<file path="src/rtl/core/scoped_shadow_checker_top_assert.svh">
// Assertion macros for the scoped shadow checker top level.
// Included by the top level; relies on the clock and reset in scope there.
`ifndef SCOPED_SHADOW_CHECKER_TOP_ASSERT_SVH
`define SCOPED_SHADOW_CHECKER_TOP_ASSERT_SVH

// The consequent must hold in the same cycle as the antecedent.
`define SSC_ASSERT_NOW(label, ante, cons) \
   label: assert property (@(posedge clock) disable iff (reset) (ante) |-> (cons)) \
      else $error("scoped shadow checker assertion failed");

// The consequent must hold in the cycle after the antecedent.
`define SSC_ASSERT_NEXT(label, ante, cons) \
   label: assert property (@(posedge clock) disable iff (reset) (ante) |=> (cons)) \
      else $error("scoped shadow checker assertion failed");

`endif

</file>
<file path="src/rtl/core/ssc_ram.sv">
// Generic simple dual-port RAM: one write port, one read port, registered read.
// No dependencies.
module ssc_ram #(
   parameter int WIDTH = 8,
   parameter int DEPTH = 16
) (
   input  logic                     clock,
   input  logic                     we,
   input  logic [$clog2(DEPTH)-1:0] waddr,
   input  logic [WIDTH-1:0]         wdata,
   input  logic [$clog2(DEPTH)-1:0] raddr,
   output logic [WIDTH-1:0]         rdata
);

   logic [WIDTH-1:0] mem [DEPTH];

   // Write and registered read.
   always_ff @(posedge clock) begin
      if (we) begin
         mem[waddr] <= wdata;
      end
      rdata <= mem[raddr];
   end

endmodule

</file>
<file path="config.mk">
export PLATFORM = sky130hd
export DESIGN_NAME = ssc_ram
export DESIGN_NICKNAME = d
export VERILOG_FILES = /design/src/rtl/core/scoped_shadow_checker_top_assert.svh /design/src/rtl/core/ssc_ram.sv
export SDC_FILE = /design/constraint.sdc
export NUM_CORES = 1
export LEC_CHECK = 0
export BUFFER_PORTS_ARGS = -buffer_cell sky130_fd_sc_hd__buf_2
export CORE_ASPECT_RATIO = 0.8
export CORE_MARGIN = 1
export CORE_UTILIZATION = 60
export CTS_CLUSTER_DIAMETER = 120
export DETAILED_ROUTE_END_ITERATION = 6
export PLACE_DENSITY = 0.78
export REMOVE_ABC_BUFFERS = 1
export SYNTH_ARGS = -nofsm -noshare
export SYNTH_HDL_FRONTEND = slang
export SYNTH_SLANG_ARGS = --single-unit
</file>
<file path="constraint.sdc">
create_clock -name clock -period 3.38 [get_ports clock]
set_input_delay 0.169 -clock clock [delete_from_list [all_inputs] [get_ports clock]]
set_output_delay 0.169 -clock clock [all_outputs]
set_load 0.03 [all_outputs]
</file>
==> impl_metrics.json, run 1 <==
{
  "die_y_um": 84.8,
  "relSlewSlack": 0.348,
  "dp_cells": 357,
  "cts_buffer_depth": 2,
  "nets": 286,
  "gp_congestion": 0.753,
  "grt_max_degree": 33,
  "slew_violations": 0,
  "powerDensity_mw_per_mm2": 644,
  "start_util": 0.633,
  "max_freq_ghz": 0.626,
  "ir_worst_vdd_v": 0.000542,
  "worstSetupEndpointType": "flip-flop",
  "postCtsSetupBuffers": 0,
  "dr.pass1.iters": 4,
  "grt_setup_unrepaired": "false",
  "vias": 2425,
  "netSwitchingFraction": 0.212,
  "preCtsSetupSlack_ns": 1.24,
  "p_leak_nw": 1.98,
  "cts_buffers": 17,
  "hold_violations": 0,
  "nFillCells": 474,
  "synthTopCellsByCount": "edfxtp_1 (128), mux4_2 (18), a22oi_1 (16)",
  "ys_async_sr_fraction": 0,
  "row_count": 29,
  "wire_per_inst_um": 23.9,
  "cp_data_required_time_ns": 3.77,
  "grt_first_pass_wirelength_um": 14300,
  "drive_gt1_frac": 0.281,
  "cts_tree": "done",
  "pwr-share-clk": 0.455,
  "cts_resized": 0,
  "place.port_buffers": 25,
  "power.total_mw": 3.82,
  "ys_types": 19,
  "ys_ff_latch": 136,
  "syn_avg_cell_area_um2": 22.5,
  "tns_ns": 0,
  "clk_pin_slew_ns": 0.06,
  "status": "finished clean",
  "io_pins": 26,
  "clock_skew_ns": 0.00826,
  "hpwl_um": 5570,
  "arrival_ns": 1.99,
  "grt-ovfl-total": 0,
  "vias_per_cell": 6.23,
  "yosys_most_used_dff": "edfxtp_1",
  "p_sw_uw": 811,
  "hold_buffers": 0,
  "yosys.area.top_type": "edfxtp_1",
  "crit_type": "primary input to flip-flop",
  "area_growth_pct": 15.1,
  "seq_power_share": 0.497,
  "min_period_ns": 1.60,
  "drt-total-wl_um": 9300,
  "drt_iter0_drc": 203,
  "core_mm2": 0.00813,
  "insertion_delay_ns": 0.51,
  "internal_power_mw": 3.01,
  "worst_pin_slew_ns": 0.975,
  "cp_max_fo": 23,
  "cts.sinks": 136,
  "setup_violations": 0,
  "finalNonFillerCells": 389,
  "p_comb_frac": 0.048,
  "drv_cap": 0,
  "drc": 0,
  "ant_nets": 0,
  "synth_edf_count": 128,
  "synth_top_area_frac": 0.747,
  "setup_ws_ns": 1.78,
  "yosysWarnings": 0,
  "htree_levels": 4,
  "fp.dieArea_mm2": 0.00896,
  "yosysMostFrequentCell": "edfxtp_1",
  "finalCritPeriodShare": 0.473,
  "hold_class": "primary input to flip-flop",
  "fin_util": 0.729,
  "syn_inst": 229,
  "seq_area_frac_synth": 0.778,
  "grt_pass1_vias": 2445,
  "syn_area_mm2": 0.00515,
  "insertedDiodeCount": 0,
  "fp.dieW_um": 106,
  "root_buffer": "clkbuf_8",
  "crit_path_start_kind": "primary input",
  "antenna_found_initial": 0,
  "track_usage": 0.234,
  "synth_area_leaders": "edfxtp_1 (75%), mux4_2 (7.9%), mux4_1 (7.1%)"
}
logic make-up (layout without fill, tap and decap cells):
| group | count (synthesis) | count (layout) | synth area share |
|---|---|---|---|
| buf+inv | 10 | 62 | 0.0168 |
| simple gates | 35 | 35 | 0.0318 |
| compound gates | 16 | 16 | 0.0233 |
| mux | 32 | 32 | 0.150 |
| flops | 136 | 136 | 0.778 |
metal layers:
metal	up-vias	part of all wire	global-route usage	wire [um]
li1	1053	-	-	-
met1	1250	0.42	0.349	3930
met2	116	0.49	0.340	4510
met3	6	0.089	0.0791	828
met4	0	0.0026	0.0619	24
met5	-	0	0	0
cell type report:
type	count	area, um^2	area share
tap	108	135	0.0228
clock buffer	18	418	0.0705
multi-input combinational	83	1060	0.178
clock inverter	14	150	0.0253
sequential	136	4000	0.676
timing repair buffer	30	163	0.0274
worst max-delay path, stage by stage:
cell and delay [ns]:
buf_2 0.58, buf_4 0.35, mux4_1 0.59, a22oi_1 0.21, nand2_1 0.07
path summary, 6_finish.rpt:
check,endpoint,slack (ns),cells past startpoint,start
worst max-delay path,rdata[1]$_DFF_P_,1.78,5,raddr[0]
worst min-delay path,mem[5][4]$_DFFE_PP_,0.05,1,wdata[4]
worst max register to register,rdata[5]$_DFF_P_,1.99,3,mem[1][5]$_DFFE_PP_
worst min register to register,rdata[0]$_DFF_P_,0.67,3,mem[7][0]$_DFFE_PP_
state kept, by name, summed over array words and instances, names as in the netlist:
register  cells
mem         128
rdata         8
power groups by stage:
stage	logic, mW	registers [mW]	clock network [mW]
3_3_place_gp	0.179	1.93	0
4_1_cts	0.185	1.90	1.76
6_report	0.184	1.90	1.74
2_1_floorplan	0.0756	1.95	0
3_5_place_dp	0.183	1.93	0
5_1_grt	0.199	1.90	1.83
cells in the final DEF, fill, tap and decap left out, types with 5 or more instances in the layout:
cell type / Yosys / final
a22oi_1: 16 / 16
buf_2: 3 / 25
buf_4: 1 / 5
clkbuf_16: 0 / 16
clkinvlp_4: 0 / 5
dfxtp_1: 8 / 8
edfxtp_1: 128 / 128
mux4_1: 14 / 14
mux4_2: 18 / 18
nand2_1: 9 / 9
nor2_1: 13 / 13
metrics by stage:
stage | instance area [um^2] | hold WS (ns)
global placement | 5360 | 0.557
floorplan | 5060 | 0.268
CTS | 5930 | 0.0196
finish | 5930 | 0.0508
global route | 5930 | 0.0336
detailed placement | 5360 | 0.562
(Power assumes the default switching activity.)
==> run 2: changes to the inputs <==
- ABC_AREA: unset -> 1
- clock period: 3.38 -> 1.48 ns (I/O delays scaled with it)
==> run 2 against run 1 <==
Compared with the run above: the run now ends with DRC left; combinational power rose to 3.2 times the previous value; sequential cell count unchanged; clock-buffer cell count up 9; non-clock buffer count up 18.
==> impl_metrics.json, run 2 <==
{
  "status": "finished with violations",
  "violations": "DRC",
  "mostFrequentLayoutCells": "nand2_1 (173), edfxtp_1 (128), inv_1 (100)",
  "wire_per_inst_um": 18.7,
  "path_buf_inv": 1,
  "placed_area_mm2": 0.00607,
  "slew_violations": 0,
  "root_buffer": "clkbuf_16",
  "grt_max_degree": 65,
  "fin_util": 0.719,
  "synth_top_area_frac": 0.667,
  "p_comb_frac": 0.067,
  "dp_cells": 690,
  "drt-total-wl_um": 13500,
  "fp.dieArea_mm2": 0.0100,
  "synth_edf_count": 128,
  "seq_area_frac_synth": 0.694,
  "clk_pin_slew_ns": 0.05,
  "yosysWarnings": 0,
  "start_util": 0.627,
  "setup_violations": 0,
  "startpoint": "mem[4][5]$_DFFE_PP_",
  "row_count": 31,
  "min_period_ns": 1.05,
  "crit_chain": "inv_1 > nand2_1 > nand3_1 > nand3_1 > nand3_1 > nand2_1",
  "drc": 2,
  "finalCritPeriodShare": 0.710,
  "slowest_delay_ns": 0.36,
  "largest_reg_flops": 128,
  "drv_cap": 0,
  "ys_async_sr_fraction": 0,
  "reg2reg_depth": 6,
  "nFillCells": 634,
  "powerDensity_mw_per_mm2": 1340,
  "yosys_most_used_dff": "edfxtp_1",
  "top_register": "mem",
  "fp.dieW_um": 112,
  "worst_pin_slew_ns": 0.412,
  "dr.pass1.iters": 7,
  "area_growth_pct": 14.6,
  "critPathTopFamily": "simple AND/OR/NAND/NOR gates",
  "critical_path_cell_count": 6,
  "r2r_slack_ns": 0.43,
  "crit_type": "flip-flop to flip-flop",
  "grt_first_pass_wirelength_um": 20900,
  "cts_tree": "done",
  "clock_skew_ns": 0.00740,
  "hold_buffers": 0,
  "relSlewSlack": 0.725,
  "cpMostUsedCell": "nand3_1",
  "p_sw_mw": 1.93,
  "reg.largest.list": "mem x128, rdata x8",
  "ir_worst_vdd_v": 0.00110,
  "insertion_delay_ns": 0.42,
  "cp_max_fo": 1,
  "grt_setup_unrepaired": "false",
  "vias": 3953,
  "synthTopCellsByCount": "nand2_1 (173), edfxtp_1 (128), inv_1 (100)",
  "internal_power_mw": 6.90,
  "ys_types": 12,
  "insertedDiodeCount": 0,
  "htree_levels": 4,
  "grt_pass1_vias": 3801,
  "io_pins": 26,
  "postCtsSetupBuffers": 0,
  "track_usage": 0.296,
  "r2r_end": "rdata[5]$_DFF_P_",
  "yosysMostFrequentCell": "nand2_1",
  "seq_power_share": 0.491,
  "cts.sinks": 136,
  "core_mm2": 0.00919,
  "syn_area_mm2": 0.00577,
  "p_leak_nw": 2.91,
  "hpwl_um": 7790,
  "layout_commonest_cell": "nand2_1",
  "syn_inst": 551,
  "grt-ovfl-total": 0,
  "place.port_buffers": 25,
  "yosys.area.top_type": "edfxtp_1",
  "regArea_mm2": 0.00400,
  "cp_data_required_time_ns": 1.78,
  "hold_violations": 0,
  "drt_iter0_drc": 566,
  "antenna_found_initial": 0,
  "pwr-share-clk": 0.442,
  "syn_avg_cell_area_um2": 10.5,
  "ant_nets": 0,
  "critPathCapture": "rdata[5]$_DFF_P_",
  "synth_area_leaders": "edfxtp_1 (67%), nand2_1 (11%), nand3_1 (8.4%)",
  "crit_path_top_delay_cell": "edfxtp_1",
  "nets": 612,
  "hold_class": "primary input to flip-flop",
  "gp_congestion": 0.819,
  "die_y_um": 89.7,
  "multi_input_area_mm2": 0.00121,
  "crit_path_start_kind": "flip-flop",
  "arrival_ns": 1.35,
  "cts_buffers": 17,
  "drive_gt1_frac": 0.120,
  "max_freq_ghz": 0.951,
  "vias_per_cell": 5.48,
  "postLayoutCellArea_mm2": 0.00661,
  "worstSetupEndpointType": "flip-flop",
  "cts_resized": 0,
  "r2r_start": "mem[4][5]$_DFFE_PP_",
  "cts_buffer_depth": 2,
  "netSwitchingFraction": 0.218,
  "finalNonFillerCells": 722,
  "tns_ns": 0,
  "ys_ff_latch": 136
}
-- run 2: cell count changes after synthesis, sizes merged, moves of 2 or more --
cell           delta
nand2           +164
inv             +102
nand3            +96
mux4             -32
buf              +17
a22oi            -16
nor2              +4
nor3              -4
clkdlybuf4s25     -3
nand2b            -2
-- run 2: cells by family after synthesis --
logic type / count (synthesis) / share of synthesized area
simple gates: 289 / 0.210
flops: 136 / 0.694
buf+inv: 126 / 0.0952
-- run 2: stage by stage --
step / hold WS [ns] / setup slack, ns / power (mW)
3_3_place_gp: 0.454 / 0.286 / 4.97
5_1_grt: 0.0273 / 0.364 / 9.06
6_report: 0.0324 / 0.429 / 8.82
2_1_floorplan: 0.173 / 0.426 / 4.69
3_5_place_dp: 0.456 / 0.261 / 4.99
4_1_cts: 0.0176 / 0.415 / 8.83
-- run 2: worst min-delay path by stage --
stage,start,to,slack (ns),cells after the start
finish,raddr[3],rdata[7]$_DFF_P_,0.03,3
detailed placement,raddr[3],rdata[7]$_DFF_P_,0.46,3
floorplan,wdata[0],mem[0][0]$_DFFE_PP_,0.17,0
global placement,raddr[3],rdata[0]$_DFF_P_,0.45,3
global route,raddr[3],rdata[7]$_DFF_P_,0.03,3
CTS,raddr[3],rdata[7]$_DFF_P_,0.02,3
-- run 2: cell type report --
class	count	area share
flip-flops and latches	136	0.606
multi-input cells	289	0.184
clock buffers	27	0.0746
inverters	102	0.0579
repair buffers	48	0.0489
well taps	115	0.0218
clock inverters	5	0.00720
-- run 2: power groups by stage --
stage                     clock network, mW  registers (mW)  logic (mW)
final                                  3.90            4.33       0.590
after global routing                   4.08            4.34       0.640
after CTS                              3.91            4.34       0.586
after detailed placement                  0            4.41       0.575
after global placement                    0            4.41       0.557
after floorplan                           0            4.46       0.232
-- run 2: per-layer routing --
| metal | wire length [um] | track usage | up-vias |
|---|---|---|---|
| li1 | - | - | 1857 |
| met1 | 5560 | 0.403 | 1855 |
| met2 | 6460 | 0.477 | 224 |
| met3 | 1270 | 0.0638 | 17 |
| met4 | 200 | 0.123 | 0 |
| met5 | 0 | 0 | - |
-- run 2: worst reg2reg max path, stage by stage (launching register included) --
cell	delay (ns)
edfxtp_1	0.36
inv_1	0.06
nand2_1	0.06
nand3_1	0.10
nand3_1	0.14
nand3_1	0.15
nand2_1	0.08
